<file path="src/sv/sbl_pkg.sv">
package sbl_pkg;

  localparam int CFG_W          = 11;
  localparam int IDX_W          = 2;
  localparam int POS_W          = 10;
  localparam int EDGE_W         = 8;
  localparam int PIX_IN_W       = 8;
  localparam int LIM_W          = 2 * (CFG_W + 1);

  localparam int MAX_WIDTH_DEF  = 1024;
  localparam int MAX_HEIGHT_DEF = 1024;
  localparam int PIXEL_BITS_DEF = 8;

  localparam int SIZE_MIN       = 3;
  localparam int SIZE_RESET     = 100;
  localparam int THR_RESET      = 100;

  localparam logic [EDGE_W-1:0] EDGE_ON  = 8'hFF;
  localparam logic [EDGE_W-1:0] EDGE_OFF = 8'h00;

  typedef enum logic [IDX_W-1:0] {
    CFG_IMAGE_WIDTH    = 2'd0,
    CFG_IMAGE_HEIGHT   = 2'd1,
    CFG_EDGE_THRESHOLD = 2'd2
  } cfg_idx_e;

  typedef struct packed {
    logic             interior;
    logic             done;
    logic [POS_W-1:0] col;
    logic [POS_W-1:0] row;
  } tag_t;

endpackage

</file>
<file path="src/sv/sbl_grad.sv">
module sbl_grad #(
  parameter int PIXEL_BITS = sbl_pkg::PIXEL_BITS_DEF
) (
  input  logic                         clk_i,
  input  logic                         rst_ni,
  input  logic                         win_valid_i,
  output logic                         win_ready_o,
  input  logic [PIXEL_BITS-1:0]        lcol_i [3],
  input  logic [PIXEL_BITS-1:0]        ctop_i,
  input  logic [PIXEL_BITS-1:0]        cbot_i,
  input  logic [PIXEL_BITS-1:0]        rcol_i [3],
  input  sbl_pkg::tag_t                tag_i,
  input  logic [sbl_pkg::LIM_W-1:0]    lim_i,
  output logic                         out_valid_o,
  input  logic                         out_stall_i,
  output logic [sbl_pkg::EDGE_W-1:0]   edge_res_o,
  output logic [sbl_pkg::POS_W-1:0]    center_col_o,
  output logic [sbl_pkg::POS_W-1:0]    center_row_o,
  output logic                         frame_done_o
);

  localparam int SUM_W = PIXEL_BITS + 2;
  localparam int SQ_W  = 2 * SUM_W;
  localparam int MAG_W = (SQ_W + 1 > sbl_pkg::LIM_W) ? SQ_W + 1 : sbl_pkg::LIM_W;

  logic             take;
  logic             rdy2, rdy3, rdy4;
  logic [SUM_W-1:0] xa, xb, ya, yb;

  logic             v2_q, v3_q, v4_q;
  logic [SUM_W-1:0] sx_q, sy_q;
  sbl_pkg::tag_t    tag2_q, tag3_q, tag4_q;
  logic [SQ_W-1:0]  sqx_q, sqy_q;
  logic [MAG_W-1:0] mag;
  logic             edge_q;

  assign rdy4        = !v4_q || !out_stall_i;
  assign rdy3        = !v3_q || rdy4;
  assign rdy2        = !v2_q || rdy3;
  assign win_ready_o = rdy2;
  assign take        = win_valid_i && rdy2;

  always_comb begin
    xa = SUM_W'(rcol_i[0]) + (SUM_W'(rcol_i[1]) << 1) + SUM_W'(rcol_i[2]);
    xb = SUM_W'(lcol_i[0]) + (SUM_W'(lcol_i[1]) << 1) + SUM_W'(lcol_i[2]);
    ya = SUM_W'(lcol_i[2]) + (SUM_W'(cbot_i) << 1) + SUM_W'(rcol_i[2]);
    yb = SUM_W'(lcol_i[0]) + (SUM_W'(ctop_i) << 1) + SUM_W'(rcol_i[0]);
  end

  always_ff @(posedge clk_i or negedge rst_ni) begin
    if (!rst_ni) begin
      v2_q <= 1'b0;
      v3_q <= 1'b0;
      v4_q <= 1'b0;
    end else begin
      if (rdy2) begin
        v2_q <= take && tag_i.interior;
      end
      if (rdy3) begin
        v3_q <= v2_q;
      end
      if (rdy4) begin
        v4_q <= v3_q;
      end
    end
  end

  assign mag = MAG_W'(sqx_q) + MAG_W'(sqy_q);

  always_ff @(posedge clk_i) begin
    if (take) begin
      sx_q   <= (xa >= xb) ? xa - xb : xb - xa;
      sy_q   <= (ya >= yb) ? ya - yb : yb - ya;
      tag2_q <= tag_i;
    end
    if (rdy3 && v2_q) begin
      sqx_q  <= sx_q * sx_q;
      sqy_q  <= sy_q * sy_q;
      tag3_q <= tag2_q;
    end
    if (rdy4 && v3_q) begin
      edge_q <= mag >= MAG_W'(lim_i);
      tag4_q <= tag3_q;
    end
  end

  assign out_valid_o  = v4_q;
  assign edge_res_o   = edge_q ? sbl_pkg::EDGE_ON : sbl_pkg::EDGE_OFF;
  assign center_col_o = tag4_q.col;
  assign center_row_o = tag4_q.row;
  assign frame_done_o = tag4_q.done;

endmodule

</file>
<file path="config.mk">
export PLATFORM = sky130hd
export DESIGN_NAME = sbl_grad
export DESIGN_NICKNAME = d
export VERILOG_FILES = /design/src/sv/sbl_pkg.sv /design/src/sv/sbl_grad.sv
export SDC_FILE = /design/constraint.sdc
export NUM_CORES = 1
export LEC_CHECK = 0
export ABC_AREA = 1
export BUFFER_PORTS_ARGS = -buffer_cell sky130_fd_sc_hd__buf_4
export CORE_MARGIN = 4
export CORE_UTILIZATION = 47
export DETAILED_ROUTE_END_ITERATION = 10
export PLACE_DENSITY_LB_ADDON = 0.25
export SLEW_MARGIN = 30
export SYNTH_ARGS = -nofsm -noshare
export SYNTH_HDL_FRONTEND = slang
export SYNTH_SLANG_ARGS = --single-unit
export TNS_END_PERCENT = 50
</file>
<file path="constraint.sdc">
create_clock -name clk_i -period 5.9 [get_ports clk_i]
set_input_delay 0.59 -clock clk_i [delete_from_list [all_inputs] [get_ports clk_i]]
set_output_delay 0.59 -clock clk_i [all_outputs]
set_load 0.02 [all_outputs]
</file>
# [Word-level counts from Yosys, hierarchy flattened]
# Cells that the tools add are included.
[word_totals] ff_bits=127 in_bits=114 out_inout_bits=31 wordCells=49
[op_classes] add_sub_neg=13 multipliers=2 order_cmp=3 muxes=3 n_reduce_logical=11
[ops] operator="$add 10x8->10" count=4
[ops] operator="$add 8x9->10" count=4
[ops] operator="$mul 10x10->20" count=2
[ops] operator="$sub 10x10->10" count=4
[ops] operator="$ge 21x24->1" count=1
[ops] operator="$add 20x20->21" count=1
[ops] operator="$ge 10x10->1" count=2
[ops] operator="$mux 10" count=2
[ops] operator="$mux 8" count=1
[ops] operator="$logic_and 1x1->1" count=4
[ops] operator="$logic_not 1->1" count=4
[ops] operator="$logic_or 1x1->1" count=3

# [Longest topological paths before layout]
# Gate-level depths: netlist (run 1).
[depth] depth_word=6 depth_mapped=22 ltp_nobuf=21

# [Worst setup path after synthesis (run 1)]
# No wires, ideal clock.
[synth_timing] path_type="register -> register" startpoint="register sy_q[7]" endpoint="register sqy_q[18] (data pin)" setup_ns=0.252 t_arrival_ns=4.521 t_required_ns=5.648 slack_ns=1.127 stages_incl_launch_ff=18 path_buffers=1 period_less_slack_ns=4.773 cell_sequence="edfxtp_1 > clkbuf_1 > nand2_1 > fa_1 > fa_1 > inv_1 > fa_1 > fa_1 > inv_1 > fa_1 > inv_1 > ha_1 > nand2_1 > or2_2 > nand3_1 > nand2_1 > nand3_1 > nand2_1"
[synth_via] elab_chain_len=1
[synth_lines] element="from (decl)" line_no="sbl_grad.sv:31" text="logic [SUM_W-1:0] sx_q, sy_q;"
[synth_lines] element="from (signal assigned)" line_no="sbl_grad.sv:73" text="sy_q <= (ya >= yb) ? ya - yb : yb - ya;"
[synth_lines] element="$mul 10x10->20" line_no="sbl_grad.sv:78" text="sqy_q <= sy_q * sy_q;"
[synth_lines] element="to (signal assigned)" line_no="sbl_grad.sv:78"
[synth_lines] element="to (decl)" line_no="sbl_grad.sv:33" text="logic [SQ_W-1:0] sqx_q, sqy_q;"
# No other way between the ends.
# A chain may end at the register's enable or synchronous reset.

# [Worst setup path in the final report (run 1)]
[layout_timing] startpoint="register sx_q[0]" endpoint="register sqx_q[18] (data pin)"
[layout_via] elab_chain_len=1
[layout_lines] element="from (decl)" line_no="sbl_grad.sv:31"
[layout_lines] element="from (signal assigned)" line_no="sbl_grad.sv:72" text="sx_q <= (xa >= xb) ? xa - xb : xb - xa;"
[layout_lines] element="$mul 10x10->20" line_no="sbl_grad.sv:77" text="sqx_q <= sx_q * sx_q;"
[layout_lines] element="to (signal assigned)" line_no="sbl_grad.sv:77"
[layout_lines] element="to (decl)" line_no="sbl_grad.sv:33"
# No other way between the ends.

==> impl_metrics.ini, run 1 <==
[sta]
setup_tns_ns = 0
hold_viol_final = 0
period_share_pct = 84.3
fin_worst_skew_ns = 0.0112
slew_headroom_pct = 47.8
rsz0062_at_grt = no
post-route-min-period_ns = 4.98
worstMarginPinSlew_ns = 0.783
drv_slew = 0
fmax_ghz = 0.201
finalSetupViolCount = 0

[worst_setup_path]
crit_family = adder cells
timing.rr.start = sx_q[0]$_DFFE_PP_
critPathKind = flop to flop
cp_cell_sequence = nand2_1, fa_1, fa_1, inv_1, fa_1, fa_1, inv_1, fa_1, inv_1, ha_1, a21o_1, nor2_1, o21ai_0, nand2_1, nand2_1, nand2_1, nand2_1
crit_required_ns = 6.08
ff2ff_path_depth = 17
cp_num_buf_inv = 3
r2r_setup_slack_ns = 0.92
r2r_end = sqx_q[18]$_DFFE_PP_
end_kind = flop
critPathLaunchType = flop
cp.arrival_ns = 5.15
slowest_stage = fa_1
path_max_fanout = 11
max_stage_delay_ns = 0.55

[status]
outcome = finished clean

[floorplanning]
rows = 65
ios = 145
dieWidth_um = 188
dieArea_um2 = 35400
initial_core_util_pct = 48.0
die_height_um = 188
core_area_um2 = 31800

[finish]
final_common_cell = nand2_1
diodes = 0
drive_gt1_share_pct = 10.3
syn2layout_area_growth_pct = 13.6
layout_common_cells = nand2_1 (543), inv_1 (376), ha_1 (210)
nFillCells = 2969
layout.nets = 2473

[global_routing]
grt_usage_pct = 18.6
grt_start_max_net_pins = 60
grt_pass1_vias = 12000
globalRouteOverflowTotal = 0
grt_pass1_wl_um = 55200
antenna_found_initial = 0

[clocking]
clk_pin_slew_worst_paths_ns = 0.06
numCtsBuffers = 17
htreeDepth = 4
cts_tree = built
cts_root_buffer = clkbuf_16
cts_buffer_depth = 2
clkLatencyLatePin_ns = 0.42
cts_setup_buffers = 0
cts_sinks = 125

[drt]
remaining_drc_errors = 0
totalWireLength_um = 32200
via_count = 11900
ant_nets = 0
vias_per_cell = 4.84
first_iter_violations = 523
first_pass_iters = 5
drt-wirelength-per-cell_um = 13.1

[logic_synthesis]
syn_nets = 2345
ys_top_cells_by_area = edfxtp_1 (24%), ha_1 (17%), fa_1 (17%), nand2_1 (13%), inv_1 (9.3%)
synth_top_area_cell = edfxtp_1
synth_top_area_share_pct = 24.0
syn_inst = 1891
synth-seq-cells = 125
yosys.cell_types.count = 36
avgSynthCellArea_um2 = 8.07
syn_area_um2 = 15300
yosys_warnings = 0
ys_seq_area_share_pct = 24.5

[min_path]
worst_hold_path.endpoint = tag2_q[20]$_DFFE_PP_
holdCritStartpoint = tag_i[20]
hp-class = input port to flop
hold_path_depth = 1

[placement]
gp_congestion = 0.909
dp_hpwl_um = 27600
portBuffers = 144

[job]
maxCapViolations = 0
final cells by class:
class / count / area [um2] / area share [%]
tap: 435 / 544 / 3.14
inverter: 379 / 1420 / 8.21
timing repair buffer: 148 / 1110 / 6.42
sequential: 125 / 3740 / 21.6
clock inverter: 15 / 198 / 1.14
multi-input combinational: 1348 / 9890 / 57.1
clock buffer: 17 / 425 / 2.45
kinds of logic after synthesis:
kind of cell	after synthesis	synth area share [%]
multiplexers	1	0.0656
buffers and inverters	418	10.7
AND/OR/NAND/NOR	777	20.6
adder cells (fa/ha/maj)	340	34.3
XOR/XNOR	69	3.96
AO/OA/AOI/OAI	161	5.83
flip-flops	125	24.5
state kept, by name, indices dropped and copies added, names as in the netlist:
signal / count
edge_q: 1
v2_q: 1
center_col_o: 10
out_valid_o: 1
tag3_q: 21
sx_q: 10
sy_q: 10
tag2_q: 21
sqy_q: 19
sqx_q: 19
v3_q: 1
center_row_o: 10
frame_done_o: 1
how the worst max path moves through the flow:
stage | start | endpoint | slack, ns | cells after the start
after floorplan | sy_q[7]$_DFFE_PP_ | sqy_q[18]$_DFFE_PP_ | 1.13 | 17
after global placement | sy_q[7]$_DFFE_PP_ | sqy_q[19]$_DFFE_PP_ | 1.06 | 18
after CTS | sx_q[0]$_DFFE_PP_ | sqx_q[18]$_DFFE_PP_ | 0.94 | 17
final | sx_q[0]$_DFFE_PP_ | sqx_q[18]$_DFFE_PP_ | 0.92 | 17
after detailed placement | sx_q[0]$_DFFE_PP_ | sqx_q[18]$_DFFE_PP_ | 0.94 | 17
after global routing | sy_q[7]$_DFFE_PP_ | sqy_q[19]$_DFFE_PP_ | 0.57 | 17
per-layer routing:
layer	wire (um)	part of all wire, %	track usage [%]	vias to the layer above
met1	14300	44	23.9	5427
met2	15800	49	32.5	258
met3	1330	4.1	2.68	45
met5	0	0	0	-
li1	-	-	-	6205
met4	760	2.4	5.87	0
worst reg2reg max path, stage by stage, from the launching register on:
cell,delay (ns)
edfxtp_1,0.54
nand2_1,0.19
fa_1,0.53
fa_1,0.55
inv_1,0.06
fa_1,0.51
fa_1,0.54
inv_1,0.05
fa_1,0.52
inv_1,0.04
ha_1,0.36
a21o_1,0.22
nor2_1,0.11
o21ai_0,0.20
nand2_1,0.14
nand2_1,0.06
nand2_1,0.06
nand2_1,0.04
per-stage QoR:
stage	setup WS (ns)	hold slack [ns]	util (%)	instance area, um2	cells
final	0.924	0.343	54.5	17300	2467
after global placement	1.06	0.381	52.5	16700	2434
after global routing	0.573	0.328	54.5	17300	2467
after detailed placement	0.936	0.383	52.5	16700	2434
after CTS	0.937	0.324	54.5	17300	2467
after floorplan	1.13	0.294	-	15300	1891
synth_stat cells (all sizes together):
library cell	number
a21o	8
a21oi	94
a31o	4
a31oi	3
buf	17
clkbuf	22
dfrtp	3
edfxtp	122
fa	130
ha	210
inv	379
mux2i	1
nand2	547
nand2b	2
nand3	86
nand3b	1
nand4	18
nor2	103
nor3	3
nor4	10
o211ai	3
o21a	5
o21ai	40
o21bai	4
or2	7
xnor2	17
xor2	52
what timing repair did:
| action | 4_1_cts | 5_1_grt |
|---|---|---|
| hold endpoints to repair | 3 | 0 |
| hold buffers | 1 | 0 |
| gates resized for setup | 0 | 0 |
Power of run 1 is left out: the tool's default activity adds up to more than one toggle a clock period on the data nets, which glitch-free logic cannot reach.
==> inputs of run 2 (changes only) <==
Clock period 5.9 ns to 4.34 ns, I/O delays scaled along.
==> run 2 against run 1 <==
Compared with the run above:
- the flow now finishes with violations (negative setup slack)
- utilization increased by 5.0 points
- die area unchanged
- final area increased by 9.2%
- global-route usage increased by 0.97 points
==> impl_metrics.ini, run 2 (synthesis gave the netlist of run 1 again) <==
[worst_setup_path]
end_kind = flop
critPathKind = flop to flop
crit_path_frequent_cell = fa_1
critPathLaunchType = flop
crit_required_ns = 4.51
path_max_fanout = 5
cp.arrival_ns = 4.63
slowest_stage = fa_1
cp_cell_sequence = buf_6, buf_4, nand2_1, inv_1, fa_1, fa_1, inv_1, fa_1, inv_1, fa_1, ha_1, ha_4, nand2_1, o21ai_0, a21oi_1, nand3_1, nand2_1
max_stage_delay_ns = 0.51
startpoint = sy_q[3]$_DFFE_PP_
timing.rr.start = sy_q[3]$_DFFE_PP_

[floorplanning]
die_height_um = 188
core_area_um2 = 31800
ios = 145
dieArea_um2 = 35400
dieWidth_um = 188
rows = 65
initial_core_util_pct = 48.0

[finish]
reg.largest.list = tag2_q x21, tag3_q x21
layout.nets = 2590
drive_gt1_share_pct = 21.1
final_common_cell = nand2_1
diodes = 0
layout_common_cells = nand2_1 (505), inv_1 (365), buf_4 (252)
syn2layout_area_growth_pct = 24.1
finalNonFillerCells = 2584
nFillCells = 2784

[drt]
via_count = 12600
remaining_drc_errors = 0
totalWireLength_um = 34300
first_pass_iters = 6
drt-wirelength-per-cell_um = 13.3
vias_per_cell = 4.86
ant_nets = 0
first_iter_violations = 585

[global_routing]
globalRouteOverflowTotal = 0
grt_usage_pct = 19.6
grt_pass1_vias = 12700
antenna_found_initial = 0
grt_start_max_net_pins = 46
grt_pass1_wl_um = 58200

[sta]
setup_tns_ns = -0.864
period_share_pct = 103
drv_slew = 0
rsz0062_at_grt = yes
hold_viol_final = 0
slew_headroom_pct = 47.7
post-route-min-period_ns = 4.46
setup_slack_ns = -0.118
finalSetupViolCount = 15
fin_worst_skew_ns = 0.0181
fmax_ghz = 0.224
worstMarginPinSlew_ns = 0.784

[clocking]
htreeDepth = 4
cts_tree = built
numCtsBuffers = 17
cts_buffer_depth = 2
cts_root_buffer = clkbuf_16
clk_pin_slew_worst_paths_ns = 0.07
clkLatencyLatePin_ns = 0.42
cts_sinks = 125

[job]
maxCapViolations = 0

[placement]
gp_congestion = 0.908
pre_cts_ws_ns = -0.267
portBuffers = 144
placed_cells = 2524
dp_hpwl_um = 28600

[status]
outcome = finished with violations
violations = negative setup slack

[min_path]
holdCritStartpoint = tag_i[5]
hp-class = input port to flop
[run 2: final cells by class]
cell class	count	area, um2	area share, %
multi-input combinational	1348	10600	56.1
sequential	125	3740	19.7
timing repair buffer	265	2040	10.8
inverter	379	1420	7.52
tap	435	544	2.87
clock buffer	17	425	2.25
clock inverter	15	149	0.786
[run 2: routing by layer]
| metal | global-route usage [%] | part of all wire, % | vias to the layer above |
|---|---|---|---|
| met5 | 0 | 0 | - |
| met4 | 6.10 | 2.5 | 0 |
| met3 | 2.25 | 3.5 | 50 |
| met2 | 35.3 | 50 | 261 |
| met1 | 24.6 | 44 | 5823 |
| li1 | - | - | 6434 |
[run 2: final timing paths]
check	end	slack (ns)	cells after the start
setup / recovery	sqy_q[18]$_DFFE_PP_	-0.12	17
hold / removal	tag2_q[5]$_DFFE_PP_	0.18	1
setup reg to reg	sqy_q[18]$_DFFE_PP_	-0.12	17
hold reg to reg	tag3_q[4]$_DFFE_PP_	0.41	0
max in group asynchronous	v2_q$_DFFE_PN0N_	3.92	2
min in group asynchronous	v3_q$_DFFE_PN0P_	0.33	2
[run 2: worst max-delay path, delay by kind of cell (launching register included)]
kind            cells  cell delay, ns
buf+inv             5            0.46
flops               1            0.46
simple gates        4            0.33
compound gates      2            0.43
fa+ha+maj           6            2.53
[run 2: through the flow]
step           utilization [%]  instance area [um2]  hold slack (ns)
2_1_floorplan                -                15400            0.138
3_3_place_gp              55.0                17500            0.226
3_5_place_dp              55.0                17500            0.225
4_1_cts                   58.9                18700            0.171
5_1_grt                   59.5                18900            0.166
6_report                  59.5                18900            0.184
[run 2: repair_timing]
| item | in CTS | in global routing |
|---|---|---|
| setup buffers | 24 | 3 |
| endpoints found under the hold margin | 3 | 0 |
| gates resized for setup | 92 | 46 |
| setup endpoints to repair | 25 | 26 |
| hold buffers | 1 | 0 |
| pin swaps | 76 | 28 |
Power of run 2 is left out for the same reason.
